===== src/design/msrg_pkg.sv =====
// shared types and constants for the motor speed ramp generator
// no dependencies
package msrg_pkg;

    localparam int TIME_BITS   = 16;
    localparam int SPEED_W     = 7;
    localparam int TARGET_W    = 8;
    localparam int RAMP_W      = 16;
    localparam int DIV_CNT_W   = $clog2(RAMP_W);
    localparam logic [TARGET_W-1:0] FULL_DUTY = TARGET_W'(100);
    localparam logic [31:0] HOLD_MAX = 32'((64'd1 << TIME_BITS) - 64'd1);

    typedef enum logic [1:0] {
        ACT_STEPPED = 2'd0,
        ACT_TIMED   = 2'd1,
        ACT_TICK    = 2'd2,
        ACT_NONE    = 2'd3
    } action_t;

    typedef enum logic [1:0] {
        REG_STEP_PERCENT  = 2'd0,
        REG_STEP_DELAY    = 2'd1,
        REG_MIN_EFFECTIVE = 2'd2,
        REG_UNUSED        = 2'd3
    } reg_index_t;

    typedef enum logic [3:0] {
        ST_IDLE = 4'b0001,
        ST_DIV  = 4'b0010,
        ST_EXEC = 4'b0100,
        ST_OUT  = 4'b1000
    } state_t;

    typedef struct packed {
        logic load;
        logic div_step;
        logic exec;
    } dp_cmd_t;

    typedef struct packed {
        logic need_div;
        logic div_last;
    } dp_status_t;

endpackage


===== src/design/msrg_ctrl.sv =====
// sequencer for the ramp generator: accept, divide, update, deliver
// depends on msrg_pkg
module msrg_ctrl import msrg_pkg::*;
(
    input  logic       clk,
    input  logic       rst_n,
    input  logic       in_valid,
    output logic       in_ready,
    output logic       out_valid,
    input  logic       out_ready,
    input  dp_status_t status,
    output dp_cmd_t    cmd
);

    state_t state_reg;
    state_t state_next;

    always_comb
    begin
        state_next = state_reg;
        unique case (state_reg)
            ST_IDLE:
            begin
                if (in_valid)
                    state_next = ST_DIV;
            end
            ST_DIV:
            begin
                if (!status.need_div || status.div_last)
                    state_next = ST_EXEC;
            end
            ST_EXEC:
                state_next = ST_OUT;
            ST_OUT:
            begin
                if (out_ready)
                    state_next = ST_IDLE;
            end
            default:
                state_next = ST_IDLE;
        endcase
    end

    always_ff @(posedge clk or negedge rst_n)
    begin
        if (!rst_n)
            state_reg <= ST_IDLE;
        else
            state_reg <= state_next;
    end

    assign in_ready     = (state_reg == ST_IDLE);
    assign out_valid    = (state_reg == ST_OUT);
    assign cmd.load     = (state_reg == ST_IDLE) && in_valid;
    assign cmd.div_step = (state_reg == ST_DIV) && status.need_div;
    assign cmd.exec     = (state_reg == ST_EXEC);

endmodule


===== src/design/msrg_dp.sv =====
// datapath: settings, ramp state, bit-serial divider and result register
// depends on msrg_pkg
module msrg_dp import msrg_pkg::*;
(
    input  logic                  clk,
    input  logic                  rst_n,
    input  logic                  cfg_we,
    input  logic [1:0]            cfg_index,
    input  logic [15:0]           cfg_data,
    input  logic [1:0]            in_action,
    input  logic [TARGET_W-1:0]   in_target,
    input  logic [SPEED_W-1:0]    in_start,
    input  logic [RAMP_W-1:0]     in_ramp,
    input  dp_cmd_t               cmd,
    output dp_status_t            status,
    output logic                  out_step,
    output logic [SPEED_W-1:0]    out_speed,
    output logic                  out_last,
    output logic                  out_busy
);

    function automatic logic [TIME_BITS-1:0] sat_time(input logic [RAMP_W-1:0] v);
        logic [31:0] v32;
        v32 = 32'(v);
        if (v32 > HOLD_MAX)
            return '1;
        else
            return TIME_BITS'(v32);
    endfunction

    function automatic logic [SPEED_W-1:0] next_speed(
        input logic [SPEED_W-1:0] cur,
        input logic [SPEED_W-1:0] goal,
        input logic               timed,
        input logic [SPEED_W-1:0] step,
        input logic [SPEED_W-1:0] mn
    );
        logic [7:0] c8;
        logic [7:0] g8;
        logic [7:0] m8;
        logic [7:0] s8;
        logic [7:0] nx;
        c8 = 8'(cur);
        g8 = 8'(goal);
        m8 = 8'(mn);
        s8 = (step == '0) ? 8'd1 : 8'(step);
        if (timed)
        begin
            if (c8 < g8)
            begin
                nx = c8 + 8'd1;
                if (nx != 8'd0 && nx < m8)
                    nx = m8;
            end
            else
            begin
                nx = c8 - 8'd1;
                if (nx != 8'd0 && nx < m8)
                    nx = (g8 == 8'd0) ? 8'd0 : m8;
                if (nx < g8)
                    nx = g8;
            end
        end
        else
        begin
            if (c8 < g8)
            begin
                nx = c8 + s8;
                if (nx > g8)
                    nx = g8;
                if (nx != 8'd0 && nx < m8)
                    nx = m8;
            end
            else
            begin
                nx = (c8 > s8) ? c8 - s8 : 8'd0;
                if (g8 != 8'd0 && nx != 8'd0 && nx < m8)
                    nx = m8;
                if (nx < g8)
                    nx = g8;
            end
        end
        return nx[SPEED_W-1:0];
    endfunction

    // settings
    logic [SPEED_W-1:0]   step_pct_reg;
    logic [15:0]          step_dly_reg;
    logic [SPEED_W-1:0]   min_pct_reg;

    // latched transaction
    logic [1:0]           act_reg;
    logic [TARGET_W-1:0]  tgt_reg;
    logic [SPEED_W-1:0]   start_reg;

    // divider
    logic [RAMP_W-1:0]    quo_reg;
    logic [SPEED_W-1:0]   rem_reg;
    logic [DIV_CNT_W-1:0] cnt_reg;
    logic [SPEED_W:0]     rem_sh;
    logic                 rem_ge;

    // ramp state
    logic                 active_reg, active_next;
    logic                 timed_reg, timed_next;
    logic [SPEED_W-1:0]   pres_reg, pres_next;
    logic [SPEED_W-1:0]   goal_reg, goal_next;
    logic [TIME_BITS-1:0] hps_reg, hps_next;
    logic [TIME_BITS-1:0] hrem_reg, hrem_next;

    // result
    logic                 ostep_reg, ostep_next;
    logic [SPEED_W-1:0]   ospeed_reg, ospeed_next;
    logic                 olast_reg, olast_next;
    logic                 obusy_reg;

    logic [SPEED_W-1:0]   tgt_sat;
    logic [SPEED_W-1:0]   goal_new;
    logic [SPEED_W-1:0]   steps;
    logic                 is_start, is_tick;
    logic                 start_go, start_idle, tick_go, do_issue;
    logic [TIME_BITS-1:0] hr_dec;
    logic [RAMP_W-1:0]    quo_floor;
    logic [SPEED_W-1:0]   cur_sel, goal_sel;
    logic                 timed_sel;
    logic [TIME_BITS-1:0] hold_sel;
    logic [SPEED_W-1:0]   nx;

    always_ff @(posedge clk or negedge rst_n)
    begin
        if (!rst_n)
        begin
            step_pct_reg <= SPEED_W'(5);
            step_dly_reg <= 16'd10;
            min_pct_reg  <= '0;
        end
        else if (cfg_we)
        begin
            unique case (reg_index_t'(cfg_index))
                REG_STEP_PERCENT:  step_pct_reg <= cfg_data[SPEED_W-1:0];
                REG_STEP_DELAY:    step_dly_reg <= cfg_data;
                REG_MIN_EFFECTIVE: min_pct_reg  <= cfg_data[SPEED_W-1:0];
                default:           ;
            endcase
        end
    end

    assign tgt_sat  = (tgt_reg > FULL_DUTY) ? FULL_DUTY[SPEED_W-1:0] : tgt_reg[SPEED_W-1:0];
    assign goal_new = (tgt_sat != '0 && tgt_sat < min_pct_reg) ? min_pct_reg : tgt_sat;
    assign steps    = (start_reg > goal_new) ? start_reg - goal_new : goal_new - start_reg;

    assign is_start   = (act_reg == ACT_STEPPED) || (act_reg == ACT_TIMED);
    assign is_tick    = (act_reg == ACT_TICK);
    assign start_idle = is_start && !active_reg;
    assign start_go   = start_idle && (start_reg != goal_new);
    assign tick_go    = is_tick && active_reg;

    assign status.need_div = start_go && (act_reg == ACT_TIMED);
    assign status.div_last = (cnt_reg == DIV_CNT_W'(RAMP_W - 1));

    assign rem_sh = {rem_reg, quo_reg[RAMP_W-1]};
    assign rem_ge = (rem_sh >= {1'b0, steps});

    always_ff @(posedge clk)
    begin
        if (cmd.load)
        begin
            act_reg   <= in_action;
            tgt_reg   <= in_target;
            start_reg <= in_start;
            quo_reg   <= in_ramp;
            rem_reg   <= '0;
            cnt_reg   <= '0;
        end
        else if (cmd.div_step)
        begin
            rem_reg <= rem_ge ? SPEED_W'(rem_sh - {1'b0, steps}) : rem_sh[SPEED_W-1:0];
            quo_reg <= {quo_reg[RAMP_W-2:0], rem_ge};
            cnt_reg <= cnt_reg + DIV_CNT_W'(1);
        end
    end

    assign hr_dec    = (hrem_reg != '0) ? hrem_reg - TIME_BITS'(1) : hrem_reg;
    assign quo_floor = (quo_reg == '0) ? RAMP_W'(1) : quo_reg;
    assign do_issue  = start_go || (tick_go && hr_dec == '0 && pres_reg != goal_reg);
    assign cur_sel   = start_go ? start_reg : pres_reg;
    assign goal_sel  = start_go ? goal_new : goal_reg;
    assign timed_sel = start_go ? (act_reg == ACT_TIMED) : timed_reg;
    assign hold_sel  = start_go ? (timed_sel ? sat_time(quo_floor) : sat_time(step_dly_reg))
                                : hps_reg;
    assign nx = next_speed(cur_sel, goal_sel, timed_sel, step_pct_reg, min_pct_reg);

    always_comb
    begin
        active_next = active_reg;
        timed_next  = timed_reg;
        pres_next   = pres_reg;
        goal_next   = goal_reg;
        hps_next    = hps_reg;
        hrem_next   = hrem_reg;
        if (start_idle)
        begin
            pres_next  = start_reg;
            goal_next  = goal_new;
            timed_next = (act_reg == ACT_TIMED);
        end
        if (start_go)
        begin
            hps_next    = hold_sel;
            active_next = 1'b1;
        end
        if (tick_go)
        begin
            hrem_next = hr_dec;
            if (hr_dec == '0 && pres_reg == goal_reg)
                active_next = 1'b0;
        end
        if (do_issue)
        begin
            pres_next = nx;
            hrem_next = hold_sel;
            if (hold_sel == '0 && nx == goal_sel)
                active_next = 1'b0;
        end
        ostep_next  = do_issue;
        ospeed_next = do_issue ? nx : (start_idle ? start_reg : pres_reg);
        olast_next  = do_issue && (nx == goal_sel);
    end

    always_ff @(posedge clk or negedge rst_n)
    begin
        if (!rst_n)
        begin
            active_reg <= 1'b0;
            timed_reg  <= 1'b0;
            pres_reg   <= '0;
            goal_reg   <= '0;
            hps_reg    <= '0;
            hrem_reg   <= '0;
        end
        else if (cmd.exec)
        begin
            active_reg <= active_next;
            timed_reg  <= timed_next;
            pres_reg   <= pres_next;
            goal_reg   <= goal_next;
            hps_reg    <= hps_next;
            hrem_reg   <= hrem_next;
        end
    end

    always_ff @(posedge clk)
    begin
        if (cmd.exec)
        begin
            ostep_reg  <= ostep_next;
            ospeed_reg <= ospeed_next;
            olast_reg  <= olast_next;
            obusy_reg  <= active_next;
        end
    end

    assign out_step  = ostep_reg;
    assign out_speed = ospeed_reg;
    assign out_last  = olast_reg;
    assign out_busy  = obusy_reg;

endmodule


===== src/design/motor_speed_ramp_generator.sv =====
// motor speed ramp generator, top level: sequencer plus datapath
// depends on msrg_pkg, msrg_ctrl, msrg_dp
// sequence: a transaction is accepted, then passes the divide, update and deliver states
// a timed start divides its 16-bit ramp time bit-serially; next input only after m_tready
// settings are written through the cfg channel, which is always ready
// reset: async active-low, ramp idle, step 5, delay 10 ms, minimum 0
module motor_speed_ramp_generator import msrg_pkg::*;
(
    input  logic        clk,
    input  logic        rst_n,
    input  logic        s_tvalid,
    output logic        s_tready,
    input  logic [31:0] s_tdata,   // target_percent[7:0], start_speed[14:8], ramp_time_ms[30:15]
    input  logic [1:0]  s_tuser,   // action[1:0]
    output logic        m_tvalid,
    input  logic        m_tready,
    output logic [7:0]  m_tdata,   // speed_percent[6:0], busy_res[7]
    output logic        m_tuser,   // step_valid
    output logic        m_tlast,   // last_step
    input  logic        cfg_valid,
    output logic        cfg_ready,
    input  logic [1:0]  cfg_index,
    input  logic [15:0] cfg_data
);

    dp_cmd_t            cmd;
    dp_status_t         status;
    logic [SPEED_W-1:0] speed;
    logic               busy;

    assign cfg_ready = 1'b1;

    msrg_ctrl u_ctrl
    (
        .clk       (clk),
        .rst_n     (rst_n),
        .in_valid  (s_tvalid),
        .in_ready  (s_tready),
        .out_valid (m_tvalid),
        .out_ready (m_tready),
        .status    (status),
        .cmd       (cmd)
    );

    msrg_dp u_dp
    (
        .clk       (clk),
        .rst_n     (rst_n),
        .cfg_we    (cfg_valid),
        .cfg_index (cfg_index),
        .cfg_data  (cfg_data),
        .in_action (s_tuser),
        .in_target (s_tdata[7:0]),
        .in_start  (s_tdata[14:8]),
        .in_ramp   (s_tdata[30:15]),
        .cmd       (cmd),
        .status    (status),
        .out_step  (m_tuser),
        .out_speed (speed),
        .out_last  (m_tlast),
        .out_busy  (busy)
    );

    assign m_tdata = {busy, speed};

endmodule

===== config.mk =====
export PLATFORM = sky130hd
export DESIGN_NAME = motor_speed_ramp_generator
export DESIGN_NICKNAME = d
export VERILOG_FILES = /design/src/design/msrg_pkg.sv /design/src/design/msrg_ctrl.sv /design/src/design/msrg_dp.sv /design/src/design/motor_speed_ramp_generator.sv
export SDC_FILE = /design/constraint.sdc
export NUM_CORES = 1
export LEC_CHECK = 0
export ABC_AREA = 1
export BUFFER_PORTS_ARGS = -buffer_cell sky130_fd_sc_hd__buf_4
export CORE_MARGIN = 2
export CORE_UTILIZATION = 51
export CTS_BUF_LIST = sky130_fd_sc_hd__clkbuf_2
export CTS_CLUSTER_DIAMETER = 40
export CTS_CLUSTER_SIZE = 28
export DETAILED_ROUTE_END_ITERATION = 12
export PLACE_DENSITY = 0.69
export SETUP_SLACK_MARGIN = 0.3
export SLEW_MARGIN = 25
export SYNTH_ARGS = -nofsm -noshare
export SYNTH_HDL_FRONTEND = slang
export SYNTH_SLANG_ARGS = --single-unit

===== constraint.sdc =====
create_clock -name clk -period 20.6 [get_ports clk]
set_input_delay 2.06 -clock clk [delete_from_list [all_inputs] [get_ports clk]]
set_output_delay 2.06 -clock clk [all_outputs]
set_load 0.1 [all_outputs]

### Yosys cells after proc, flatten, opt, wreduce, memory -nomap -nowiden

Index checks and enable logic that the tools add are counted.

| word-level totals | value |
|---|---|
| logic and storage cells | 148 |
| input port bits | 57 |
| flip-flop bits (word level) | 136 |

| operators by class | value |
|---|---|
| reduce and logical (&&, ||, !) cells | 45 |
| $lt $le $gt $ge | 13 |
| equality and inequality tests | 16 |
| add/subtract/negate cells | 9 |
| multiplexer cells | 45 |

Operator list:

| kind | number |
|---|---|
| 16-bit 2-to-1 mux | 8 |
| 7-bit 2-to-1 mux | 17 |
| 8-bit 2-to-1 mux | 10 |
| 16-bit logical NOT | 3 |
| 8-bit by 7-bit < comparator with 1-bit output | 6 |
| 8-bit nonzero test | 4 |
| 7-bit subtractor | 3 |
| 1-bit logical AND | 17 |
| 4-bit one-hot mux with 4 select lines | 1 |
| 16-bit nonzero test | 1 |
| 16-bit by 1-bit subtractor with 16-bit output, second input constant | 1 |
| 7-bit == test | 2 |
| 7-bit logical NOT | 2 |
| 7-bit < comparator | 2 |
| 7-bit inequality test | 2 |
| 7-bit nonzero test | 2 |
| 4-bit 2-to-1 mux | 3 |
| 2-bit AND reduction | 6 |
| 7-bit by 1-bit adder with 8-bit output, second input constant | 1 |
| 7-bit by 8-bit adder with 8-bit output | 1 |
| 4-bit == test, second input constant | 2 |
| 8-bit by 7-bit >= comparator with 1-bit output | 1 |
| 7-bit by 8-bit > comparator with 1-bit output | 1 |
| 8-bit by 7-bit > comparator with 1-bit output | 1 |
| other kinds (18) | 31 |

### Longest topological paths before layout

| depth | value |
|---|---|
| word-level depth | 24 |
| depth in mapped cells | 67 |

### Cells and area by module

A second synthesis with hierarchy kept.

| second synthesis, totals | value |
|---|---|
| cell total of the unflattened synthesis | 1452 |
| area total of the unflattened synthesis | 10943.0 µm² |

Modules (own cells, without submodules):

| module | cells each | seq. area each (µm²) | instances | area each (µm²) |
|---|---|---|---|---|
| msrg_dp | 1417 | 3468.3 | 1 | 10661.5 |
| msrg_ctrl | 32 | 101.3 | 1 | 262.8 |
| motor_speed_ramp_generator | 3 | 0.0 | 1 | 18.8 |

### Worst setup path before layout

OpenSTA, ideal clock, no wires.

| path | value |
|---|---|
| path kind | register to register |
| start point | register u_dp.tgt_reg[3] |
| end point | register u_dp.obusy_reg (netlist: u_dp.out_busy) (data pin) |
| stages on the path, launching flop included | 63 |
| setup slack | 13.023 ns |
| arrival time | 7.328 ns |
| path buffers | 1 |
| clock period less this slack | 7.577 ns |
| path through | edfxtp_1 -> inv_1 -> nand2_1 -> nor2_1 -> nand2_1 -> nand2_2 -> inv_2 -> nor2_1 -> inv_1 -> ha_1 -> nand2_1 -> nor2_1 -> a211oi_1 -> o21ai_1 -> inv_2 -> nand2_4 -> nand2_1 -> nand2_1 -> [27 not listed] -> o21ai_0 -> ha_1 -> a21oi_1 -> nor2_1 -> a311oi_4 -> nand2_4 -> nand2_1 -> nand3_1 -> nand2_1 -> nand2_1 -> nand2_1 -> nand2_1 -> nand2_1 -> nand2_1 -> nor2_1 -> nand3_1 -> nand2_1 -> inv_1 |

| between the ends | value |
|---|---|
| longest elaborated chain between the ends | 24 |

Ends and longest elaborated chain:

| what | line | RTL |
|---|---|---|
| from (decl) | msrg_dp.sv:93 | `logic [TARGET_W-1:0] tgt_reg;` |
| from (signal assigned) | msrg_dp.sv:169 | `tgt_reg <= in_target;` |
| 8-bit by 7-bit > comparator with 1-bit output | msrg_dp.sv:148 | `assign tgt_sat = (tgt_reg > FULL_DUTY) ? FULL_DUTY[SPEED_W-1:0] : tgt_reg[SPEED_W-1:0];` |
| 7-bit 2-to-1 mux * | msrg_dp.sv:148 |  |
| 7-bit < comparator / 7-bit nonzero test (equally long branches) | msrg_dp.sv:149 | `assign goal_new = (tgt_sat != '0 && tgt_sat < min_pct_reg) ? min_pct_reg : tgt_sat;` |
| 1-bit logical AND | msrg_dp.sv:149 |  |
| 7-bit 2-to-1 mux * | msrg_dp.sv:149 |  |
| named net u_dp.goal_new[2] | msrg_dp.sv:118 | `logic [SPEED_W-1:0] goal_new;` |
| branches (longest 18 deep; another with 7-bit by 8-bit subtractor with 8-bit output) | -- |  |
| 1-bit 2-to-1 mux * | msrg_dp.sv:218 | `if (do_issue)` |
| named net u_dp.active_next | msrg_dp.sv:104 | `logic active_reg, active_next;` |
| to (signal assigned) | msrg_dp.sv:259 | `obusy_reg <= active_next;` |
| to (decl) | msrg_dp.sv:115 | `logic obusy_reg;` |

Mark *: on every way through the listed nets, which the timed path passes. The select of a mux whose other input is x is not followed.
A chain may end at the register's enable or synchronous reset.

### Worst setup path in the final report

| path | value |
|---|---|
| start point | register u_dp.tgt_reg[1] |
| end point | register u_dp.obusy_reg (netlist: u_dp.out_busy) (data pin) |

The elaborated chain is that of the path after synthesis.

==> summary.md <==
| Metric | Value |
|---|---|
| Clk pin slew, worst setup/hold paths | `220 ps` |
| Count of final setup violators | `0` |
| Hold Startpoint | `u_dp.cnt_reg[1]$_SDFFE_PP0P_` |
| Row Count | `53` |
| Max H-tree Level | `4` |
| Setup TNS | `0 ps` |
| Max_cap viols | `0` |
| Met3 usage | `under 10%` |
| WL/cell | `between 15 and 20 um` |
| Reg2reg start | `u_dp.tgt_reg[1]$_DFFE_PP_` |
| R2r endpoint | `u_dp.out_busy$_DFFE_PP_` |
| Avg Inst Size Synth | `7.41 um2` |
| WHS Endpoint | `u_dp.cnt_reg[1]$_SDFFE_PP0P_` |
| EDFF count, synth | `43` |
| Register bit total from synthesis | `~140` |
| Distinct cells, synth | `between 60 and 70` |
| # DRC | `0` |
| Slowest-stage cell, CP | `fa_1` |
| Mapped Cells | `between 1000 and 1500` |
| Multi-input gate area | `0.00635 mm2` |
| Vias | `approximately 9900` |
| Final hold violations | `0` |
| Critical Path Source Type | `flop` |
| Synthesized area | `roughly 0.011 mm2` |
| TritonCTS Buffers | `17` |
| Period minus WS final | `just over 9000 ps` |
| Final instance area | `roughly 0.012 mm2` |
| Async SR Flop Fraction | `60.3%` |
| Commonest cells after routing, fill and taps aside | `nand2_1 (372), inv_1 (183), o21ai_0 (135)` |
| Reg-to-reg slack, setup | `11400 ps` |
| Main synth FF type | `dfrtp_1` |
| Max Slew Vio Count | `0` |
| Slew HR | `37.0%` |
| Initial DRC count | `702` |
| Crit Path Class | `flop to flop` |
| Core area | `~0.021 mm2` |
| Post-DP Area | `0.0116 mm2` |
| Final weighted congestion in routability-driven placement | `approximately 0.91` |
| Layout Skew | `roughly 35 ps` |
| Total track usage | `between 20% and 30%` |
| Largest stage delay on the critical path | `between 500 and 600 ps` |
| Highest clock rate | `about 110 MHz` |
| Die Area | `roughly 0.023 mm2` |
| Vias/cell | `5.50` |
| CTS tree | `built` |
| WP data arrival | `between 9000 and 10000 ps` |
| Unrepaired setup endpoints after global routing | `no` |
| Root Driver | `clkbuf_2` |
| Nets@finish | `~1700` |
| Commonest non-fill, non-tap cell in the layout | `nand2_1` |
| Worst Hold Depth | `2` |
| Total wire length | `just under 30000 um` |
| Initial Utilization | `52.0%` |
| Hold_buf cts | `0` |
| I/O Pins | `70` |
| First-pass GRT wire length | `46600 um` |
| Gr busiest metal | `met2` |
| CTS sink cnt | `between 100 and 150` |
| Post-CTS Setup Repair Bufs | `0` |
| Syn Nets | `1627` |
| Grt ovf | `0` |
| GRT met1 Usage | `a little over a third` |
| Vias in the first global route | `between 9000 and 10000` |
| R2r worst-path depth | `60` |
| Status | `finished, final reports clean` |
| Post-synthesis sequential area ratio | `between 30% and 40%` |
| Fillers | `around 2000` |
| Final ANT Viol Nets | `0` |
| Data required time of the critical path | `between 20000 and 25000 ps` |
| Die Y | `~150 um` |
| Drt first pass iters | `5` |
| Buffers on Ports | `between 60 and 70` |
| Clk Latency, worst-skew pair | `around 750 ps` |
| Initial antenna violation count | `1` |
| Met2 usage | `between 40% and 50%` |
| Final period util | `about 45%` |
| Most used cell along the critical path | `nand2_1` |
| PostCTS Resize Cnt | `0` |
| Die W | `~150 um` |
| Worst-margin pin slew | `942 ps` |
| Register area | `around 0.0036 mm2` |
| CTS max path bufs | `2` |
| Synthesis-to-layout area growth | `8.98%` |
| Post-DP HPWL | `21900 um` |
| Largest net degree at the start of global routing | `50` |
| Share of cells above drive strength 1 | `13.3%` |
| YS warnings | `0` |
| Worst setup EP type | `flop` |
| Critical path peak fanout | `28` |
| HP Class | `flop to flop` |
[metrics by stage]
step                util (%)  hold WS (ps)  worst slack, ps  cells
CTS                     56.5           504            11480   1800
floorplan                  -           445            13020   1470
detailed placement      55.1           468            11540   1768
finish                  56.6           503            11400   1802
global placement        55.1           460            11620   1768
global route            56.6           533            10500   1802
[worst max-delay path, delay by kind of cell, from the launching register on]
kind	cells	cell delay (ps)
AO/OA/AOI/OAI	10	2090
adder cells (fa/ha/maj)	5	1750
buffers and inverters	7	790
flip-flops	1	480
AND/OR/NAND/NOR	38	3830
[cell families (layout without fill, tap and decap cells)]
logic type / Yosys count / count (layout) / synth area share, %
flip-flops: 136 / 136 / 32.8
AND/OR/NAND/NOR: 662 / 662 / 27.4
buffers and inverters: 249 / 305 / 8.98
adder cells (fa/ha/maj): 100 / 100 / 11.8
AO/OA/AOI/OAI: 275 / 275 / 14.7
XOR/XNOR: 35 / 35 / 3.02
multiplexers: 12 / 12 / 1.23
other: 1 / 2 / 0.0344
[Yosys cell counts (7+ instances only)]
master,n,share of area (%)
a21oi_1,68,3.1
buf_2,10,0.46
clkbuf_1,31,1.1
dfrtp_1,77,18
dfxtp_1,11,2.0
edfxtp_1,43,12
ha_1,95,11
inv_1,183,6.3
inv_2,17,0.59
mux2_2,11,1.1
nand2_1,372,13
nand2_2,19,1.1
nand3_1,112,5.1
nand4_1,16,0.92
nor2_1,73,2.5
nor3_1,13,0.60
nor4_1,14,0.80
o211ai_1,20,1.4
o21ai_0,135,6.2
o21ai_1,13,0.60
xnor2_1,7,0.56
xor2_1,25,2.0
[layout make-up]
type	instances	area share (%)
Timing Repair Buffer	72	4.72
Clock inverter	15	1.65
Inverter	201	6.36
Antenna cell	1	0.0211
Sequential cell	136	30.1
Multi-Input combinational cell	1085	53.5
Tap cell	275	2.90
Clock buffer	17	0.717
[metal layers]
metal  vias to the layer above  share of wire, %  routed length [um]
met4                         0               2.9                 824
met2                       266                47               13400
met5                         -                 0                   0
met3                        47               5.0                1440
met1                      4635                45               13100
li1                       4958                 -                   -
[how the worst max path moves through the flow]
| stage | endpoint | depth (start not counted) | slack [ps] | start |
|---|---|---|---|---|
| after global placement | u_dp.out_busy$_DFFE_PP_ | 57 | 11620 | u_dp.tgt_reg[3]$_DFFE_PP_ |
| after global routing | u_dp.out_busy$_DFFE_PP_ | 60 | 10500 | u_dp.tgt_reg[1]$_DFFE_PP_ |
| after floorplan | u_dp.out_busy$_DFFE_PP_ | 62 | 13020 | u_dp.tgt_reg[3]$_DFFE_PP_ |
| after detailed placement | u_dp.out_busy$_DFFE_PP_ | 57 | 11540 | u_dp.tgt_reg[1]$_DFFE_PP_ |
| after CTS | u_dp.out_busy$_DFFE_PP_ | 57 | 11480 | u_dp.tgt_reg[1]$_DFFE_PP_ |
| final | u_dp.out_busy$_DFFE_PP_ | 60 | 11400 | u_dp.tgt_reg[1]$_DFFE_PP_ |
Power is left out: the tool's default activity adds up to more than one toggle a clock period on the data nets, which glitch-free logic cannot reach.
